==> src/rtl/igmm_pkg.sv <==
// Shared constants, register codes and types for the image gradient min/max tracker.
package igmm_pkg;

	localparam int MAX_WIDTH_DEF = 1024;
	localparam int HEIGHT_LIMIT  = 4096;

	localparam int PIX_W      = 8;
	localparam int DIFF_W     = PIX_W + 1;
	localparam int WIDTH_W    = 11;
	localparam int HEIGHT_W   = 13;
	localparam int ROW_W      = 12;
	localparam int CFG_IDX_W  = 2;
	localparam int CFG_DATA_W = HEIGHT_W;

	localparam logic [WIDTH_W-1:0]  WIDTH_RESET  = WIDTH_W'(640);
	localparam logic [HEIGHT_W-1:0] HEIGHT_RESET = HEIGHT_W'(480);

	typedef enum logic [CFG_IDX_W-1:0] {
		REG_FRAME_WIDTH  = 2'd0,
		REG_FRAME_HEIGHT = 2'd1
	} cfg_reg_t;

	// Per-pixel position flags handed from the frame counters to the pipeline.
	typedef struct packed {
		logic dx_en;
		logic dy_en;
		logic frame_end;
	} pos_flags_t;

endpackage

==> src/rtl/igmm_if.sv <==


interface igmm_result_if import igmm_pkg::*; ();
	logic                     valid;
	logic                     ready;
	logic signed [DIFF_W-1:0] max_dx;
	logic signed [DIFF_W-1:0] min_dx;
	logic signed [DIFF_W-1:0] max_dy;
	logic signed [DIFF_W-1:0] min_dy;
	logic                     dx_found;
	logic                     dy_found;

	modport source (output valid, output max_dx, output min_dx, output max_dy,
		output min_dy, output dx_found, output dy_found, input ready);
	modport sink   (input valid, input max_dx, input min_dx, input max_dy,
		input min_dy, input dx_found, input dy_found, output ready);
endinterface


==> src/rtl/igmm_tracker.sv <==
// Running dx/dy extremes and the registered frame result.
module igmm_tracker import igmm_pkg::*; (
	input  logic                     clk,
	input  logic                     arst_n,
	input  logic                     go,
	input  logic                     pending_end,
	input  pos_flags_t               flags,
	input  logic signed [DIFF_W-1:0] dx,
	input  logic signed [DIFF_W-1:0] dy,
	output logic                     stall,
	igmm_result_if.source            results
);

	logic signed [DIFF_W-1:0] dx_hi_q, dx_lo_q, dy_hi_q, dy_lo_q;
	logic                     dx_seen_q, dy_seen_q;
	logic signed [DIFF_W-1:0] dx_hi_n, dx_lo_n, dy_hi_n, dy_lo_n;
	logic                     dx_seen_n, dy_seen_n;

	logic                     out_valid_q;
	logic signed [DIFF_W-1:0] max_dx_q, min_dx_q, max_dy_q, min_dy_q;
	logic                     dx_found_q, dy_found_q;

	always_comb begin
		dx_hi_n   = dx_hi_q;
		dx_lo_n   = dx_lo_q;
		dx_seen_n = dx_seen_q;
		dy_hi_n   = dy_hi_q;
		dy_lo_n   = dy_lo_q;
		dy_seen_n = dy_seen_q;
		if (flags.dx_en) begin
			if (!dx_seen_q) begin
				dx_hi_n   = dx;
				dx_lo_n   = dx;
				dx_seen_n = 1'b1;
			end else begin
				if (dx > dx_hi_q) dx_hi_n = dx;
				if (dx < dx_lo_q) dx_lo_n = dx;
			end
		end
		if (flags.dy_en) begin
			if (!dy_seen_q) begin
				dy_hi_n   = dy;
				dy_lo_n   = dy;
				dy_seen_n = 1'b1;
			end else begin
				if (dy > dy_hi_q) dy_hi_n = dy;
				if (dy < dy_lo_q) dy_lo_n = dy;
			end
		end
	end

	// Hold a frame-end item while the previous result is still unread.
	assign stall = pending_end && out_valid_q && !results.ready;

	always_ff @(posedge clk or negedge arst_n) begin
		if (!arst_n) begin
			dx_hi_q   <= '0;
			dx_lo_q   <= '0;
			dy_hi_q   <= '0;
			dy_lo_q   <= '0;
			dx_seen_q <= 1'b0;
			dy_seen_q <= 1'b0;
		end else if (go) begin
			if (flags.frame_end) begin
				dx_hi_q   <= '0;
				dx_lo_q   <= '0;
				dy_hi_q   <= '0;
				dy_lo_q   <= '0;
				dx_seen_q <= 1'b0;
				dy_seen_q <= 1'b0;
			end else begin
				dx_hi_q   <= dx_hi_n;
				dx_lo_q   <= dx_lo_n;
				dy_hi_q   <= dy_hi_n;
				dy_lo_q   <= dy_lo_n;
				dx_seen_q <= dx_seen_n;
				dy_seen_q <= dy_seen_n;
			end
		end
	end

	always_ff @(posedge clk or negedge arst_n) begin
		if (!arst_n) begin
			out_valid_q <= 1'b0;
		end else if (go && flags.frame_end) begin
			out_valid_q <= 1'b1;
		end else if (results.ready) begin
			out_valid_q <= 1'b0;
		end
	end

	always_ff @(posedge clk) begin
		if (go && flags.frame_end) begin
			max_dx_q   <= dx_seen_n ? dx_hi_n : '0;
			min_dx_q   <= dx_seen_n ? dx_lo_n : '0;
			max_dy_q   <= dy_seen_n ? dy_hi_n : '0;
			min_dy_q   <= dy_seen_n ? dy_lo_n : '0;
			dx_found_q <= dx_seen_n;
			dy_found_q <= dy_seen_n;
		end
	end

	assign results.valid    = out_valid_q;
	assign results.max_dx   = max_dx_q;
	assign results.min_dx   = min_dx_q;
	assign results.max_dy   = max_dy_q;
	assign results.min_dy   = min_dy_q;
	assign results.dx_found = dx_found_q;
	assign results.dy_found = dy_found_q;

endmodule

==> src/flat_wrapper.sv <==
// flat-port wrapper written by rule: the top's interface ports become plain ports
module igmm_tracker_flat import igmm_pkg::*;
  (clk, arst_n, go, pending_end, flags, dx, dy, stall, results_valid, results_max_dx, results_min_dx, results_max_dy, results_min_dy, results_dx_found, results_dy_found, results_ready);
  igmm_result_if results_i ();
  input  logic clk;
  input  logic arst_n;
  input  logic go;
  input  logic pending_end;
  input  pos_flags_t flags;
  input  logic signed [DIFF_W-1:0] dx;
  input  logic signed [DIFF_W-1:0] dy;
  output logic stall;
  output wire logic [$bits(results_i.valid)-1:0] results_valid;
  output wire logic [$bits(results_i.max_dx)-1:0] results_max_dx;
  output wire logic [$bits(results_i.min_dx)-1:0] results_min_dx;
  output wire logic [$bits(results_i.max_dy)-1:0] results_max_dy;
  output wire logic [$bits(results_i.min_dy)-1:0] results_min_dy;
  output wire logic [$bits(results_i.dx_found)-1:0] results_dx_found;
  output wire logic [$bits(results_i.dy_found)-1:0] results_dy_found;
  input wire logic [$bits(results_i.ready)-1:0] results_ready;
  assign results_valid = results_i.valid;
  assign results_max_dx = results_i.max_dx;
  assign results_min_dx = results_i.min_dx;
  assign results_max_dy = results_i.max_dy;
  assign results_min_dy = results_i.min_dy;
  assign results_dx_found = results_i.dx_found;
  assign results_dy_found = results_i.dy_found;
  assign results_i.ready = results_ready;
  igmm_tracker u_core (.clk(clk), .arst_n(arst_n), .go(go), .pending_end(pending_end), .flags(flags), .dx(dx), .dy(dy), .stall(stall), .results(results_i));
endmodule
==> config.mk <==
export PLATFORM = sky130hd
export DESIGN_NAME = igmm_tracker_flat
export DESIGN_NICKNAME = d
export VERILOG_FILES = /design/src/rtl/igmm_pkg.sv /design/src/rtl/igmm_if.sv /design/src/rtl/igmm_tracker.sv /design/src/flat_wrapper.sv
export SDC_FILE = /design/constraint.sdc
export NUM_CORES = 1
export LEC_CHECK = 0
export BUFFER_PORTS_ARGS = -buffer_cell sky130_fd_sc_hd__buf_2
export CAP_MARGIN = 10
export CORE_MARGIN = 2
export CORE_UTILIZATION = 57
export CTS_CLUSTER_DIAMETER = 120
export DETAILED_ROUTE_END_ITERATION = 12
export MAX_ROUTING_LAYER = met4
export PLACE_DENSITY = 0.87
export SYNTH_ARGS = -nofsm -noshare
export SYNTH_HDL_FRONTEND = slang
export SYNTH_SLANG_ARGS = --single-unit
==> constraint.sdc <==
create_clock -name clk -period 3.5 [get_ports clk]
set_clock_uncertainty 0.2 [all_clocks]
set_input_delay 0.525 -clock clk [delete_from_list [all_inputs] [get_ports clk]]
set_output_delay 0.525 -clock clk [all_outputs]
set_load 0.01 [all_outputs]
# Yosys cells after proc, flatten, opt, wreduce, memory -nomap -nowiden
# Cells that the tools add are included.
# totals
out_inout_bits	40
register_bits	77
latchBits	0
wordCells	44
rom_bits	0
mem_count	0
ramBits	0
# op_classes
mul	0
magnitude_cmp	4
reduce_logical	5
n_mux	22
n_eq_ne	0
shifts	0
n_div	0
n_bitwise	0
n_addsub	0
# ops
cell	count
9-bit 2-to-1 mux	16
9-bit greater-than comparator	2
9-bit < comparator	2
1-bit 2-to-1 mux	6
1-bit logical AND	3
2-bit nonzero test	1
1-bit zero test	1

# Depth between registers and ports, before layout
# depth
ltp_word	5
ltp_mapped	10
depth_no_buf	8

# Worst setup path after synthesis
# Ideal clock, no wire load.
# synth_path
path_kind	input-to-reg
start	input go
end	register u_core.dx_found_q, in the netlist u_core.results.dx_found, enable pin
slack_ns	0.086
arrival_ns	2.776
stages	4
t_required_ns	2.862
path_cell_list	clkbuf_1 > inv_1 > clkbuf_1 > nor2_1
# synth_between
elab_chain_cells	1
# synth_rtl
element	line	text
start, declared	flat_wrapper.sv:7	input logic go;
1-bit logical AND	igmm_tracker.sv:93	if (go && flags.frame_end) begin
end signal, assigned	igmm_tracker.sv:98	dx_found_q <= dx_seen_n;
end, declared	igmm_tracker.sv:21	logic dx_found_q, dy_found_q;
# Every way passes these cells.
# A chain may end at the register's enable or synchronous reset.

# Worst setup path after layout
# layout_path
start	register u_core.dy_hi_q[6]
end	register u_core.dy_hi_q[5]
# layout_between
elab_chain_cells	5
# layout_rtl
element	line	text
start, declared	igmm_tracker.sv:14	logic signed [DIFF_W-1:0] dx_hi_q, dx_lo_q, dy_hi_q, dy_lo_q;
start signal, assigned	igmm_tracker.sv:74	dy_hi_q <= dy_hi_n;
9-bit greater-than comparator	igmm_tracker.sv:46	if (dy > dy_hi_q) dy_hi_n = dy;
9-bit 2-to-1 mux	igmm_tracker.sv:46	
9-bit 2-to-1 mux	igmm_tracker.sv:41	if (!dy_seen_q) begin
9-bit 2-to-1 mux	igmm_tracker.sv:40	if (flags.dy_en) begin
9-bit 2-to-1 mux	igmm_tracker.sv:64	if (flags.frame_end) begin
# Every way passes these cells.

==> flow_summary.toml <==
[detailed_routing]
drt-pass1-iter-count = 5
viasPerCell = 6.088
num_vias = 3391
ant_nets = 0
drc_errors = 0
routed_wl_mm = 9.833
drt_iter0_drc = 363
wl_per_cell_microns = 17.65

[clock_tree]
clockBufferDepth = 2
tritoncts = "yes"
numCtsBuffers = 9
clk_pin_slew_worst_paths_ps = 80
cts_hold_buffers = 0
cts_root_buffer = "clkbuf_8"
cts.sink_count = 77
cts_htree_levels = 3
clk_latency_ps = 360
cts_resized = 0
post-cts-setup-buffers = 0

[critical_path]
critical_path_buf_inv_count = 2
timing.rr.start = "u_core.dy_hi_q[6]$_DFFE_PN0P_"
arrival_ps = 2900
critPathRequiredTime_ps = 3600
critical-path-slowest-cell = "a2111oi_0"
path_cells = "inv_1 > ha_1 > a21o_1 > a2111oi_0 > o211a_1 > a311oi_4 > buf_4 > o21ai_0 > a22o_2"
cpPeakStageDelay_ps = 550
crit_path_start_kind = "register"
end_kind = "register"
crit_fanout = 9
crit_family = "compound AO/OA/AOI/OAI gates"
startpoint = "u_core.dy_hi_q[6]$_DFFE_PN0P_"
critPathKind = "register to register"

[place]
hpwl_mm = 6.515
place_ws_ps = 473.9
gp_congestion = 0.8532
place_area_sq_um = 4668
dp_cells = 541
portBuffers = 65

[sta]
fin_crit_sh = 0.8002
fin_setup_tns_ps = 0
slew_headroom = 0.3565
drv_slew = 0
finalHoldViolations = 0
finalWorstSetupSlack_ps = 699.4
grt_setup_unrepaired = "false"
clock.fmax_mhz = 357.1
tightest_slew_ps = 965.3
setup_viol = 0
finalCriticalPeriod_ps = 2801

[grt]
grt_max_degree = 40
antenna_found_initial = 0
grt_pass1_vias = 3404
grt_usage = 0.2571
grt_overflow = 0
grt_pass1_wl_mm = 16.24

[pwr]
power.leakage_nw = 2.161
p_per_area_nw_per_um2 = 497.0
power_mw = 2.435
vdd_ir_drop_max_mv = 0.3027

[finish]
fillers = 529
finalNonFillerCells = 557
diodes = 0
drive_gt1_frac = 0.2293
design_area_sq_um = 4900
regArea_sq_um = 2117
layout.nets = 513
multi_input_area_sq_um = 1868
area_growth_pct = 15.69

[synthesis]
synth_xor_area_frac = 0
syn_nets = 448
synth_top_area_frac = 0.2694
synthMuxAreaShare = 0.03427
netlist_top_cells_area = "edfxtp_1 27%, dfrtp_1 23%, ha_1 10%"
ys_seq_elements = 77
yosys.area_share.simple = 0.08685
synth_compound_area_frac = 0.2177
synth_top_family_by_area = "compound AO/OA/AOI/OAI gates"
synth_warnings = 0
synth_flop_cell = "dfrtp_1"
async_reset_ff_frac = 0.5065
synth.avg_cell_area_sq_um = 10.92
ys_seq_area_frac = 0.4999
syn_area_sq_um = 4235
yosysTopAreaCell = "edfxtp_1"
synth-edff-count = 38
synth_fa_ha_area_frac = 0.1004
syn_inst = 388
ys_types = 49

[floorplanning]
num_io_pins = 66
dieWidth_microns = 90.20
fp.dieArea_sq_um = 8136
start_util = 0.5871
die_h_microns = 90.20
coreArea_sq_um = 7214
rows = 31

[run_status]
status = "finished clean"

[min_path]
hold_path_class = "input pin to asynchronous set/reset pin"

[run]
max_cap_viol_count = 0
==> kinds of logic (layout without fill, tap and decap cells) <==
family | count (synthesis) | after routing
AOI/OAI and AO/OA | 119 | 119
adders and majority gates | 34 | 34
buffers and inverters | 62 | 132
DFF | 77 | 77
muxes | 14 | 14
and+or+nand+nor | 82 | 82
==> worst paths after layout <==
kind,to,slack (ps),depth (start not counted)
worst min register to register,u_core.dx_hi_q[6]$_DFFE_PN0P_,310,1
min in group clk,u_core.results.valid$_DFFE_PN0P_,270,3
max in group asynchronous,u_core.dy_hi_q[1]$_DFFE_PN0P_,2440,1
worst min-delay path,u_core.dy_lo_q[8]$_DFFE_PN0P_,90,1
worst max-delay path,u_core.dy_hi_q[5]$_DFFE_PN0P_,700,9
worst max register to register,u_core.dy_hi_q[5]$_DFFE_PN0P_,700,9
==> power by group <==
group          internal [mW]  leakage [nW]  total [mW]  switching (mW)
combinational          0.228          1.17       0.541           0.313
sequential              1.05         0.879        1.11          0.0592
clock                  0.427         0.113       0.783           0.355
total                   1.71          2.16        2.44           0.728
==> cell type report <==
type                    count  share of cell area
well taps                  99             0.02528
repair buffers             73             0.08121
multi-input cells         249              0.3813
flip-flops and latches     77              0.4321
inverters                  43             0.03294
clock buffers              10             0.02809
clock inverters             6             0.01915
==> flip-flops by register name (all words and copies together) (netlist names) <==
register	cells
u_core.dx_lo_q	9
u_core.dy_hi_q	9
u_core.results.min_dx	9
u_core.results.max_dy	9
u_core.dx_seen_q	1
u_core.dx_hi_q	9
u_core.results.max_dx	9
u_core.dy_seen_q	1
u_core.results.min_dy	9
u_core.results.valid	1
u_core.results.dx_found	1
u_core.results.dy_found	1
u_core.dy_lo_q	9
==> synth_stat cells, types with 3 or more instances <==
library cell  count
a2111oi_0         3
nor3_1            5
a31o_2            6
a22o_1           36
nor2_1           23
a21oi_1          17
dfrtp_1          39
nand2_1          35
mux2i_1          10
o21a_1            3
o211ai_1          7
o22ai_1           4
a21o_1            4
clkbuf_1         13
o41ai_1           4
o21ai_0          13
buf_6             3
ha_1             34
mux2_2            4
and3_1            4
o31ai_1           7
inv_1            43
nand4_1           5
edfxtp_1         38
==> metrics by stage <==
stage | utilization | hold WS [ps]
floorplan | - | 29.41
global placement | 0.6471 | 276.8
detailed placement | 0.6471 | 289.7
CTS | 0.6792 | 122.0
global route | 0.6792 | 147.6
finish | 0.6792 | 86.35
==> routing by layer <==
layer,GRT usage,part of all wire,vias up
met5,-,0,-
met4,0.09744,0.019,0
met3,0.04023,0.065,24
met2,0.4016,0.48,156
met1,0.3421,0.43,1623
li1,-,-,1588
==> worst reg2reg max path: cells and delay by family (launching register included) <==
kind | cells | cell delay (ps)
DFF | 1 | 380
adders and majority gates | 1 | 300
buffers and inverters | 2 | 260
AOI/OAI and AO/OA | 6 | 1610
==> cells in the final DEF (no fill, tap or decap), types with 2 or more instances in the layout <==
cell type	netlist	final
a22o_1	36	36
buf_2	2	65
edfxtp_1	38	38
nor3_1	5	5
o211ai_1	7	7
nand2_1	35	35
nor2_1	23	22
and3_1	4	4
a21oi_1	17	17
inv_1	43	43
a2111oi_0	3	3
inv_6	0	2
nand4_1	5	5
a32o_1	2	2
a31o_2	6	6
mux2_2	4	4
o21ai_0	13	13
mux2i_1	10	10
o31ai_1	7	7
o22ai_1	4	4
o21a_1	3	3
a21o_1	4	4
nand2b_1	2	2
buf_4	0	7
ha_1	34	34
o41ai_1	4	4
dfrtp_1	39	39
clkbuf_8	0	10
bufinv_16	0	2
Note: power is estimated with default switching activity, not from simulation.
