===== config.mk =====
export PLATFORM = sky130hd
export DESIGN_NAME = igmm_frame_ctl_flat
export DESIGN_NICKNAME = d
export VERILOG_FILES = /design/src/rtl/igmm_pkg.sv /design/src/rtl/igmm_if.sv /design/src/rtl/igmm_frame_ctl.sv /design/src/flat_wrapper.sv
export SDC_FILE = /design/constraint.sdc
export NUM_CORES = 1
export LEC_CHECK = 0
export BUFFER_PORTS_ARGS = -buffer_cell sky130_fd_sc_hd__buf_4
export CAP_MARGIN = 40
export CORE_ASPECT_RATIO = 1.75
export CORE_MARGIN = 1
export CORE_UTILIZATION = 39
export CTS_CLUSTER_SIZE = 16
export DETAILED_ROUTE_END_ITERATION = 12
export GPL_TIMING_DRIVEN = 0
export PLACE_DENSITY = 0.64
export RECOVER_POWER = 25
export SLEW_MARGIN = 20
export SYNTH_ARGS = -nofsm -noshare
export SYNTH_HDL_FRONTEND = slang
export SYNTH_SLANG_ARGS = --single-unit

===== constraint.sdc =====
create_clock -name clk -period 4 [get_ports clk]
set_input_delay 0.6 -clock clk [delete_from_list [all_inputs] [get_ports clk]]
set_output_delay 0.6 -clock clk [all_outputs]
set_load 0.05 [all_outputs]

===== src/rtl/igmm_pkg.sv =====
// Shared constants, register codes and types for the image gradient min/max tracker.
package igmm_pkg;

	localparam int MAX_WIDTH_DEF = 1024;
	localparam int HEIGHT_LIMIT  = 4096;

	localparam int PIX_W      = 8;
	localparam int DIFF_W     = PIX_W + 1;
	localparam int WIDTH_W    = 11;
	localparam int HEIGHT_W   = 13;
	localparam int ROW_W      = 12;
	localparam int CFG_IDX_W  = 2;
	localparam int CFG_DATA_W = HEIGHT_W;

	localparam logic [WIDTH_W-1:0]  WIDTH_RESET  = WIDTH_W'(640);
	localparam logic [HEIGHT_W-1:0] HEIGHT_RESET = HEIGHT_W'(480);

	typedef enum logic [CFG_IDX_W-1:0] {
		REG_FRAME_WIDTH  = 2'd0,
		REG_FRAME_HEIGHT = 2'd1
	} cfg_reg_t;

	// Per-pixel position flags handed from the frame counters to the pipeline.
	typedef struct packed {
		logic dx_en;
		logic dy_en;
		logic frame_end;
	} pos_flags_t;

endpackage


===== src/rtl/igmm_if.sv =====


interface igmm_cfg_if import igmm_pkg::*; ();
	logic                  valid;
	logic                  ready;
	logic [CFG_IDX_W-1:0]  index;
	logic [CFG_DATA_W-1:0] data;

	modport source (output valid, output index, output data, input ready);
	modport sink   (input valid, input index, input data, output ready);
endinterface


===== src/rtl/igmm_frame_ctl.sv =====
// Configuration registers and column/row position counters of the frame.
module igmm_frame_ctl import igmm_pkg::*; #(
	parameter int MAX_WIDTH = MAX_WIDTH_DEF
) (
	input  logic                         clk,
	input  logic                         arst_n,
	igmm_cfg_if.sink                     cfg,
	input  logic                         advance,
	output logic [$clog2(MAX_WIDTH)-1:0] col,
	output pos_flags_t                   flags
);

	localparam int CW = $clog2(MAX_WIDTH);
	localparam int EW = (CW + 1 > WIDTH_W) ? CW + 1 : WIDTH_W;

	logic [WIDTH_W-1:0]  width_q;
	logic [HEIGHT_W-1:0] height_q;
	logic [CW-1:0]       col_q;
	logic [ROW_W-1:0]    row_q;
	logic [EW-1:0]       width_ext;
	logic [EW-1:0]       w_eff;
	logic [HEIGHT_W-1:0] h_eff;
	logic                row_end;

	assign cfg.ready = 1'b1;

	always_ff @(posedge clk or negedge arst_n) begin
		if (!arst_n) begin
			width_q  <= WIDTH_RESET;
			height_q <= HEIGHT_RESET;
		end else if (cfg.valid && cfg.ready) begin
			case (cfg.index)
				REG_FRAME_WIDTH:  width_q  <= cfg.data[WIDTH_W-1:0];
				REG_FRAME_HEIGHT: height_q <= cfg.data[HEIGHT_W-1:0];
				default: ;
			endcase
		end
	end

	// Clamp the registers into the usable range.
	always_comb begin
		width_ext = EW'(width_q);
		if (width_q == '0) begin
			w_eff = EW'(1);
		end else if (width_ext > EW'(MAX_WIDTH)) begin
			w_eff = EW'(MAX_WIDTH);
		end else begin
			w_eff = width_ext;
		end
		if (height_q == '0) begin
			h_eff = HEIGHT_W'(1);
		end else if (height_q > HEIGHT_W'(HEIGHT_LIMIT)) begin
			h_eff = HEIGHT_W'(HEIGHT_LIMIT);
		end else begin
			h_eff = height_q;
		end
	end

	assign row_end         = (EW'(col_q) + EW'(1)) >= w_eff;
	assign flags.frame_end = row_end && ((HEIGHT_W'(row_q) + HEIGHT_W'(1)) >= h_eff);
	assign flags.dx_en     = col_q >= CW'(2);
	assign flags.dy_en     = row_q >= ROW_W'(2);
	assign col             = col_q;

	always_ff @(posedge clk or negedge arst_n) begin
		if (!arst_n) begin
			col_q <= '0;
			row_q <= '0;
		end else if (advance) begin
			if (flags.frame_end) begin
				col_q <= '0;
				row_q <= '0;
			end else if (row_end) begin
				col_q <= '0;
				row_q <= row_q + ROW_W'(1);
			end else begin
				col_q <= col_q + CW'(1);
			end
		end
	end

endmodule


===== src/flat_wrapper.sv =====
// flat-port wrapper written by rule: the top's interface ports become plain ports
module igmm_frame_ctl_flat import igmm_pkg::*;
#(
	parameter int MAX_WIDTH = MAX_WIDTH_DEF
)
  (clk, arst_n, advance, col, flags, cfg_valid, cfg_index, cfg_data, cfg_ready);
  igmm_cfg_if cfg_i ();
  input  logic clk;
  input  logic arst_n;
  input  logic advance;
  output logic [$clog2(MAX_WIDTH)-1:0] col;
  output pos_flags_t flags;
  input wire logic [$bits(cfg_i.valid)-1:0] cfg_valid;
  input wire logic [$bits(cfg_i.index)-1:0] cfg_index;
  input wire logic [$bits(cfg_i.data)-1:0] cfg_data;
  output wire logic [$bits(cfg_i.ready)-1:0] cfg_ready;
  assign cfg_i.valid = cfg_valid;
  assign cfg_i.index = cfg_index;
  assign cfg_i.data = cfg_data;
  assign cfg_ready = cfg_i.ready;
  igmm_frame_ctl #(.MAX_WIDTH(MAX_WIDTH)) u_core (.clk(clk), .arst_n(arst_n), .cfg(cfg_i), .advance(advance), .col(col), .flags(flags));
endmodule

After elaboration in Yosys (flattened, before gate mapping)
Cells that the tools add are included.

$add $sub $neg: 4. Equal/unequal tests: 1. Magnitude comparators: 6. Multipliers: 0. Bitwise operators: 0. Mux-type cells: 8. Div/mod/pow operators: 0. Reduce and logical (&&, ||, !) cells: 8. Shift operators: 0.

Operators with widths (number): $mux 13 (2); $mux 12 (2); $mux 11 (2); $mux 10 (2); $add 12x1->13 const B (1); $ge 13x13->1 (1); $gt 13x13->1 const B (1); $logic_not 13->1 (1); $add 12x1->12 const B (1); $ge 12x2->1 const B (1); $add 10x1->11 const B (1); $ge 11x11->1 (1); $gt 11x11->1 const B (1); $logic_not 11->1 (1); $add 10x1->10 const B (1); $ge 10x2->1 const B (1); $reduce_and 2->1 (3); $eq 2x1->1 const B (1); $logic_not 2->1 (1); $reduce_bool 2->1 (1); $logic_and 1x1->1 (1).

Logic and storage cells: 31. RAM bits: 0. Bits in latches: 0. Register bits after elaboration: 46. Bits in read-only memories: 0. Memories: 0. Input port bits: 19. Output and inout bits: 14.

Depth between registers and ports, before layout
Gate-level depths: netlist of run 1.

Depth in word-level cells: 7. Gate-level depth with buffers: 13.

Worst setup path after synthesis of run 1
Ideal clock, no wire load.

Path kind: register -> output. Start: reg u_core.col_q[1] (netlist: u_core.col[1]). End: out flags[0] in the netlist's numbering. Arrival time: 3446 ps. Path buffers: 0. Path slack: -46 ps. Stages on the path, launching flop included: 11. Required time: 3400 ps. Cell sequence: dfrtp_1 > inv_1 > nor4_4 > nand2_1 > or2_4 > xnor2_2 > ha_1 > nand2_1 > nor2_2 > nand2_1 > a21boi_0.

RTL lines: from (decl) (line igmm_frame_ctl.sv:18) `logic [CW-1:0] col_q;`; from (signal assigned) (line igmm_frame_ctl.sv:77) `col_q <= col_q + CW'(1);`; to (decl) (line flat_wrapper.sv:12) `output pos_flags_t flags;`.

==> summary.txt, run 1 <==
Job
  – Max-cap violations: 1

Floorplan
  – Y dimension of the die: 118 microns
  – Width of the die: roughly 68 microns
  – DIE AREA: 0.00801 sq mm
  – Starting Density: between 40% and 50%
  – Core area: approximately 0.0073 sq mm
  – Core Rows: 41
  – Count of pins on the block boundary: 33

STA
  – Slew of the pin with the lowest slew margin: roughly 2.5 ns
  – Final period utilization: between 90 and 100%
  – Tmin final: 3.75 ns
  – Timing-limited maximum frequency: between 200 and 300 MHz
  – Final hold viol count: 0
  – Setup tns final: 0 ns
  – Worst setup skew after layout: 0.00625 ns
  – Smallest hold slack: roughly 0.52 ns
  – Number of max-slew violations in the final report: 47
  – Unrepaired setup endpoints after global routing: false
  – Final setup fails: 0
  – Remaining max-slew budget at the tightest pin: -63.9%

Hold path
  – Worst hold path type: flop to flop

Route
  – Met2 routed WL: 3740 microns
  – DR DRC count: 0
  – Vias: around 2300
  – Detail-routed net length per standard cell: 15.1 microns
  – Drt pass-1 iters: 4
  – Wire length reported by the detailed router: between 6000 and 7000 microns
  – Detail Route met3 WL: 152 microns
  – Met1 WL: 2420 microns
  – Top layer reached by signal wires: met4
  – Number of nets still failing antenna checks after routing: 0
  – Number of DRC violations after detailed-routing iteration 0: between 90 and 100
  – Via density per instance: around 5.3

Finish
  – Antenna diode count: 0
  – Net count reported at finish: 387
  – Area taken by flip-flops and latches: 0.00116 sq mm
  – Multi-input combinational cell area: 0.00172 sq mm
  – Share of cells above drive strength 1: 25.5%
  – Number of fillers in the final layout: 686
  – Synth-to-Final Area Change: 16.6%

Clocking
  – Master cell of the clock root buffer: sky130_fd_sc_hd__clkbuf_16
  – Clock buffer count from CTS: 5
  – # H-tree levels: 2
  – Clock tree sinks: 46
  – Largest buffer count on any clock path: 2
  – Clock transition at the register clock pins on the worst setup and hold paths after CTS: 0.06 ns
  – Insertion delay to the later sink of the worst-skew pair: ~0.29 ns
  – TritonCTS clock tree: yes

GRT
  – Total congestion overflow after global routing: 0
  – Vias in the first global route: 2311
  – Antenna violations before repair: 0
  – Global-route usage over all layers: 17.8%
  – Pin count of the biggest net entering global routing: 47
  – Wire length of the first global-routing pass: about 11000 microns

Synthesis
  – Yosys synthesis warning count: 0
  – Mapped cell area: roughly 0.0030 sq mm
  – Post-Syn Instances: 302
  – Predominant post-synthesis flop cell: sky130_fd_sc_hd__dfrtp_1
  – Part of the Yosys area used for sequential elements: 38.9%
  – Number of synthesized register bits: 46
  – Cell accounting for the most synthesized area: sky130_fd_sc_hd__dfrtp_1
  – Top cell type's share of synthesized area: between 30% and 40%
  – Avg Synthesized Cell Area: ~9.9 sq um
  – Share of synthesized flip-flops with an asynchronous set or reset: 100%
  – Synthesized netlist net count: 349
  – Top cells by area, synth: sky130_fd_sc_hd__dfrtp_1 (34%), sky130_fd_sc_hd__ha_1 (12%), sky130_fd_sc_hd__mux2_2 (8.7%)
  – Number of enable-type register cells in the synthesized netlist: 0
  – Library cells used by synthesis: 51

Worst setup path
  – Setup crit end kind: primary output
  – CP max FO: 10
  – Critical path arrival: 3.15 ns
  – Type of the setup path with the least slack: flop to primary output
  – Worst EP required: 3.40 ns
  – Kind of start point of the critical path: flop

Power
  – Total leakage power: 1.61 nW
  – Power density relative to cell area: 643 mW/mm^2
  – Highest ir drop seen on vdd: 376 uV

Placement
  – Port buffer count: 31
  – Detailed-placement wirelength estimate: 4930 microns
  – Final estimated routing congestion in global placement: about 0.82

Run status
  – Violated checks: capacitance limit, slew limit
  – Status: finished with violations
[cell usage in the layout (no fill, tap or decap), types with 2 or more instances in the layout]
master,n
sky130_fd_sc_hd__nand2_1,47
sky130_fd_sc_hd__dfrtp_1,40
sky130_fd_sc_hd__buf_4,31
sky130_fd_sc_hd__ha_1,28
sky130_fd_sc_hd__mux2_2,23
sky130_fd_sc_hd__inv_1,15
sky130_fd_sc_hd__o21ai_0,13
sky130_fd_sc_hd__xnor2_1,12
sky130_fd_sc_hd__nor2_1,12
sky130_fd_sc_hd__a21oi_1,11
sky130_fd_sc_hd__nor4_1,9
sky130_fd_sc_hd__nand3_1,8
sky130_fd_sc_hd__nand4_1,7
sky130_fd_sc_hd__a22o_1,6
sky130_fd_sc_hd__dfstp_2,6
sky130_fd_sc_hd__clkbuf_1,5
sky130_fd_sc_hd__clkbuf_16,5
sky130_fd_sc_hd__xor2_1,4
sky130_fd_sc_hd__buf_2,4
sky130_fd_sc_hd__nor2b_1,4
sky130_fd_sc_hd__nand2b_1,4
sky130_fd_sc_hd__a31oi_1,3
sky130_fd_sc_hd__nor2_4,3
sky130_fd_sc_hd__and3_1,3
sky130_fd_sc_hd__nor3_1,3
sky130_fd_sc_hd__o21bai_1,3
sky130_fd_sc_hd__o21ai_1,2
sky130_fd_sc_hd__o31ai_1,2
[final timing paths]
path / from / slack (ns) / to / depth (start not counted)
setup / recovery: u_core.row_q[1]$_DFFE_PN0P_ / 0.25 / flags[0] / 12
min in group asynchronous: arst_n / 1.06 / u_core.col[9]$_DFFE_PN0P_ / 1
setup reg to reg: u_core.col[1]$_DFFE_PN0P_ / 0.96 / u_core.row_q[3]$_DFFE_PN0P_ / 12
max in group asynchronous: arst_n / 1.54 / u_core.row_q[5]$_DFFE_PN0P_ / 1
hold / removal: u_core.height_q[0]$_DFFE_PN0P_ / 0.52 / u_core.height_q[0]$_DFFE_PN0P_ / 1
hold reg to reg: u_core.height_q[0]$_DFFE_PN0P_ / 0.52 / u_core.height_q[0]$_DFFE_PN0P_ / 1
[sequential cells by signal, indices dropped and copies added (netlist names)]
signal	count
u_core.height_q	13
u_core.row_q	12
u_core.width_ext	11
u_core.col	10
[stage by stage]
stage               total power, W  instance area, sq um  setup slack (ns)  utilization [%]  instances
finish                     0.00223                  3470             0.253             47.7        427
floorplan                  0.00150                  2980             0.338                -        302
detailed placement         0.00180                  3320             0.472             45.6        419
global route               0.00242                  3470            0.0168             47.7        427
CTS                        0.00225                  3470             0.154             47.6        427
global placement           0.00178                  3320             0.498             45.6        419
[cell type report]
class / instances / area share (%)
Multi-Input combinational cell: 230 / 49.5
Sequential cell: 46 / 33.3
Timing Repair Buffer: 31 / 6.59
Clock buffer: 6 / 4.00
Tap cell: 86 / 3.10
Inverter: 16 / 1.73
Buffer: 10 / 1.33
Clock inverter: 2 / 0.360
[routing by layer]
layer  global-route usage [%]  vias to the layer above
met1                     17.9                     1081
met5                        0                        -
li1                         -                     1135
met3                     3.10                       12
met2                     33.8                       35
met4                     6.64                        0
[timing repair]
| action | 4_1_cts | 5_1_grt |
|---|---|---|
| hold buffers | 0 | 0 |
| setup endpoints to repair | 0 | 1 |
| gates resized for setup | 0 | 1 |
| setup buffers | 0 | 0 |
[Yosys cell counts, types with 2 or more instances]
master                     instances
sky130_fd_sc_hd__buf_2             4
sky130_fd_sc_hd__o21ai_2           2
sky130_fd_sc_hd__nand2b_1          4
sky130_fd_sc_hd__clkbuf_1          4
sky130_fd_sc_hd__nor3_1            3
sky130_fd_sc_hd__nand3_1           8
sky130_fd_sc_hd__o21ai_1           2
sky130_fd_sc_hd__and3_1            3
sky130_fd_sc_hd__a31oi_1           3
sky130_fd_sc_hd__nand2_1          47
sky130_fd_sc_hd__o21bai_1          3
sky130_fd_sc_hd__xor2_1            4
sky130_fd_sc_hd__o21ai_0          13
sky130_fd_sc_hd__nand4_1           7
sky130_fd_sc_hd__nor2_1           12
sky130_fd_sc_hd__o31ai_1           2
sky130_fd_sc_hd__mux2_2           23
sky130_fd_sc_hd__nor2_4            3
sky130_fd_sc_hd__a22o_1            6
sky130_fd_sc_hd__inv_1            15
sky130_fd_sc_hd__dfstp_2           6
sky130_fd_sc_hd__nor2b_1           4
sky130_fd_sc_hd__dfrtp_1          40
sky130_fd_sc_hd__ha_1             28
sky130_fd_sc_hd__xnor2_1          12
sky130_fd_sc_hd__a21oi_1          11
sky130_fd_sc_hd__nor4_1            9
[power by group]
| group | internal, W | switching (W) |
|---|---|---|
| Combinational | 0.000408 | 0.000669 |
| Sequential | 0.000586 | 0.000133 |
| Clock | 0.000248 | 0.000188 |
| Total | 0.00124 | 0.000990 |
[critical path: stages, from the launching register on]
cell and delay, ns:
sky130_fd_sc_hd__dfrtp_1 0.45, sky130_fd_sc_hd__ha_1 0.27, sky130_fd_sc_hd__nand3_1 0.20, sky130_fd_sc_hd__nor2_4 0.21
sky130_fd_sc_hd__and3_1 0.22, sky130_fd_sc_hd__xor2_2 0.17, sky130_fd_sc_hd__ha_1 0.27, sky130_fd_sc_hd__a21oi_1 0.15
sky130_fd_sc_hd__o21ai_0 0.11, sky130_fd_sc_hd__a21oi_1 0.25, sky130_fd_sc_hd__o21ai_4 0.18, sky130_fd_sc_hd__a21boi_1 0.17
sky130_fd_sc_hd__buf_4 0.20
[logic make-up (layout without fill, tap and decap cells)]
kind of cell               after synthesis  count (layout)  share of synthesized area (%)
adders and majority gates               28              28                           11.8
buffers and inverters                   26              65                           3.57
muxes                                   24              24                           9.03
other                                    1               1                          0.126
xor gates and xnor gates                18              18                           5.80
DFF                                     46              46                           38.9
AOI/OAI and AO/OA                       50              50                           11.6
and+or+nand+nor                        109             109                           19.3
Note: power is estimated with default switching activity, not from simulation.
==> run 2, diff against run 1 <==
--- a/config.mk
+++ b/config.mk
@@ -5,15 +5,15 @@
 export SDC_FILE = /design/constraint.sdc
 export NUM_CORES = 1
 export LEC_CHECK = 0
-export BUFFER_PORTS_ARGS = -buffer_cell sky130_fd_sc_hd__buf_4
 export CAP_MARGIN = 40
 export CORE_ASPECT_RATIO = 1.75
 export CORE_MARGIN = 1
 export CORE_UTILIZATION = 39
 export CTS_CLUSTER_SIZE = 16
 export DETAILED_ROUTE_END_ITERATION = 12
+export DONT_BUFFER_PORTS = 1
 export GPL_TIMING_DRIVEN = 0
-export PLACE_DENSITY = 0.64
+export PLACE_DENSITY = 0.6
 export RECOVER_POWER = 25
 export SLEW_MARGIN = 20
 export SYNTH_ARGS = -nofsm -noshare
==> summary.txt, run 2 (same netlist as run 1, synthesis figures left out) <==
Job
  – Max-cap violations: 1 (unchanged)

GRT
  – Total congestion overflow after global routing: 0 (unchanged)
  – Antenna violations before repair: 0 (unchanged)
  – Vias in the first global route: 2301 (-0.43%)
  – Wire length of the first global-routing pass: 10600 microns (-1.7%)
  – Pin count of the biggest net entering global routing: 35 (-26%)
  – Global-route usage over all layers: 17.6% (-0.23 points)

Worst setup path
  – Worst EP required: 3.40 ns (about the same)
  – Kind of start point of the critical path: flop
  – CP max FO: 8 (-2)
  – Type of the setup path with the least slack: flop to primary output
  – Setup crit end kind: primary output
  – Critical path arrival: 3.14 ns (about the same)

Finish
  – Antenna diode count: 0 (unchanged)
  – Final standard cell count with taps included and fillers excluded: 398 (-6.8%)
  – Synth-to-Final Area Change: 9.24%
  – Top reg by flops: u_core.height_q
  – Net count reported at finish: 359 (-7.2%)
  – Final standard cell utilization of the core: 44.7% (-3.0 points)
  – Number of flip-flops in the largest register: 13 (unchanged)
  – Share of cells above drive strength 1: 19.2% (-6.3 points)
  – Leading cell types in the layout, fill and taps excluded: sky130_fd_sc_hd__nand2_1 (47), sky130_fd_sc_hd__dfrtp_1 (37), sky130_fd_sc_hd__ha_1 (28)
  – Most frequent standard cell in the layout excluding fill and tap cells: sky130_fd_sc_hd__nand2_1

STA
  – Number of max-slew violations in the final report: 28 (-40%)
  – Unrepaired setup endpoints after global routing: false
  – Final hold viol count: 0 (unchanged)
  – Worst setup skew after layout: 0.00593 ns (-0.000315 ns)
  – Timing-limited maximum frequency: 267 MHz (+0.17%)
  – Tmin final: 3.74 ns (-0.00620 ns)
  – Remaining max-slew budget at the tightest pin: -6.64% (+57 points)
  – Slew of the pin with the lowest slew margin: 1.60 ns (-0.859 ns)
  – Final period utilization: 93.5% (-0.15 points)
  – Worst Setup Slack, final: 0.259 ns (+0.00620 ns)
  – Final setup fails: 0 (unchanged)
  – Setup tns final: 0 ns (unchanged)

Route
  – Drt pass-1 iters: 4 (unchanged)
  – Top layer reached by signal wires: met4
  – Via density per instance: 5.54 (+4.5%)
  – Met2 routed WL: 3690 microns (-1.4%)
  – DR DRC count: 0 (unchanged)
  – Met1 WL: 2390 microns (-1.2%)
  – Vias: 2204 (-2.6%)
  – Detail Route met3 WL: 257 microns (+69%)
  – Number of DRC violations after detailed-routing iteration 0: 31 (-67%)
  – Wire length reported by the detailed router: 6470 microns (about the same)
  – Detail-routed net length per standard cell: 16.3 microns (+7.3%)
  – Number of nets still failing antenna checks after routing: 0 (unchanged)

Clocking
  – Master cell of the clock root buffer: sky130_fd_sc_hd__clkbuf_16
  – Largest buffer count on any clock path: 2 (unchanged)
  – TritonCTS clock tree: yes
  – Insertion delay to the later sink of the worst-skew pair: 0.29 ns (about the same)
  – # H-tree levels: 2 (unchanged)
  – Clock buffer count from CTS: 5 (unchanged)
  – Clock tree sinks: 46 (unchanged)
  – Clock transition at the register clock pins on the worst setup and hold paths after CTS: 0.07 ns (about the same)
  – Post-CTS setup repair buffer count: 0 (unchanged)

Floorplan
  – DIE AREA: 0.00801 sq mm (unchanged)
  – Starting Density: 40.9% (unchanged)
  – Count of pins on the block boundary: 33 (unchanged)
  – Core area: 0.00728 sq mm (unchanged)
  – Core Rows: 41 (unchanged)
  – Width of the die: 68.1 microns (unchanged)
  – Y dimension of the die: 118 microns (unchanged)

Hold path
  – Worst hold path type: primary input to async pin

Run status
  – Violated checks: capacitance limit, slew limit
  – Status: finished with violations

Power
  – Power density relative to cell area: 647 mW/mm^2 (+0.65%)
  – Total leakage power: 1.46 nW (-9.1%)
  – Highest ir drop seen on vdd: 248 uV (-34%)

Placement
  – Cell Count Post-Placement: 389 (-7.2%)
  – Detailed-placement wirelength estimate: 4890 microns (-0.78%)
  – Port buffer count: 0 (-100%)
  – Post-placement worst setup slack: 0.419 ns (-0.0527 ns)
  – Final estimated routing congestion in global placement: 0.784 (-4.7%)
run 2: changes by cell type in the layout (fill, tap and decap cells not counted), sizes merged:
| cell | previous run | this run |
|---|---|---|
| clkinv | 1 | 2 |
| clkbuf | 11 | 10 |
| dlygate4sd3 | 0 | 1 |
| clkinvlp | 1 | 0 |
| buf | 36 | 7 |
run 2: path summary, 6_finish.rpt:
path	startpoint	end	slack, ns	cells after the start
worst max-delay path	u_core.col[3]$_DFFE_PN0P_	flags[0]	0.26	11
worst min-delay path	arst_n	u_core.width_ext[9]$_DFFE_PN1P_	0.15	0
worst max register to register	u_core.col[3]$_DFFE_PN0P_	u_core.row_q[4]$_DFFE_PN0P_	0.72	12
worst min register to register	u_core.height_q[0]$_DFFE_PN0P_	u_core.height_q[0]$_DFFE_PN0P_	0.53	1
max in group asynchronous	arst_n	u_core.row_q[6]$_DFFE_PN0P_	2.36	1
min in group clk	cfg_data[1]	u_core.width_ext[1]$_DFFE_PN0P_	0.43	2
run 2: power by group:
group | internal (W) | leakage (nW) | switching [W] | total, W
registers | 0.000586 | 0.568 | 0.000261 | 0.000847
clock network | 0.000226 | 0.0694 | 0.000181 | 0.000407
logic | 0.000330 | 0.827 | 0.000520 | 0.000850
total | 0.00114 | 1.46 | 0.000962 | 0.00210
run 2: final cells by class:
class	count	area, sq um
multi-input cells	230	1720
plain buffers	10	46.3
flip-flops and latches	46	1160
fillers	728	4030
repair buffers	3	21.3
inverters	16	60.1
clock inverters	2	10.0
clock buffers	5	125
well taps	86	108
run 2: what timing repair did:
| item | CTS | global route |
|---|---|---|
| gates resized for setup | 0 | 4 |
| hold buffers | 1 | 1 |
| endpoints found under the setup margin | 0 | 1 |
| hold endpoints to repair | 13 | 27 |
run 2: per-stage QoR:
step,hold WS [ns],area [sq um],total power (W)
floorplan,0.304,2980,0.00150
global placement,0.306,3090,0.00167
detailed placement,0.305,3090,0.00170
CTS,0.00171,3240,0.00211
global route,0.142,3250,0.00228
finish,0.154,3250,0.00210
run 2: worst max-delay path, stage by stage, from the launching register on:
cell,delay [ns]
sky130_fd_sc_hd__dfrtp_1,0.70
sky130_fd_sc_hd__inv_1,0.18
sky130_fd_sc_hd__nor4_4,0.26
sky130_fd_sc_hd__nand2_1,0.09
sky130_fd_sc_hd__or2_4,0.26
sky130_fd_sc_hd__xnor2_2,0.15
sky130_fd_sc_hd__ha_1,0.31
sky130_fd_sc_hd__nand2_1,0.07
sky130_fd_sc_hd__nor2_2,0.17
sky130_fd_sc_hd__nand2_1,0.22
sky130_fd_sc_hd__a21boi_1,0.21
sky130_fd_sc_hd__buf_4,0.22
run 2: per-layer routing:
layer / vias up / GRT usage (%)
met5: - / 0
met1: 1078 / 16.6
met3: 10 / 3.68
li1: 1084 / -
met4: 0 / 5.86
met2: 32 / 34.3
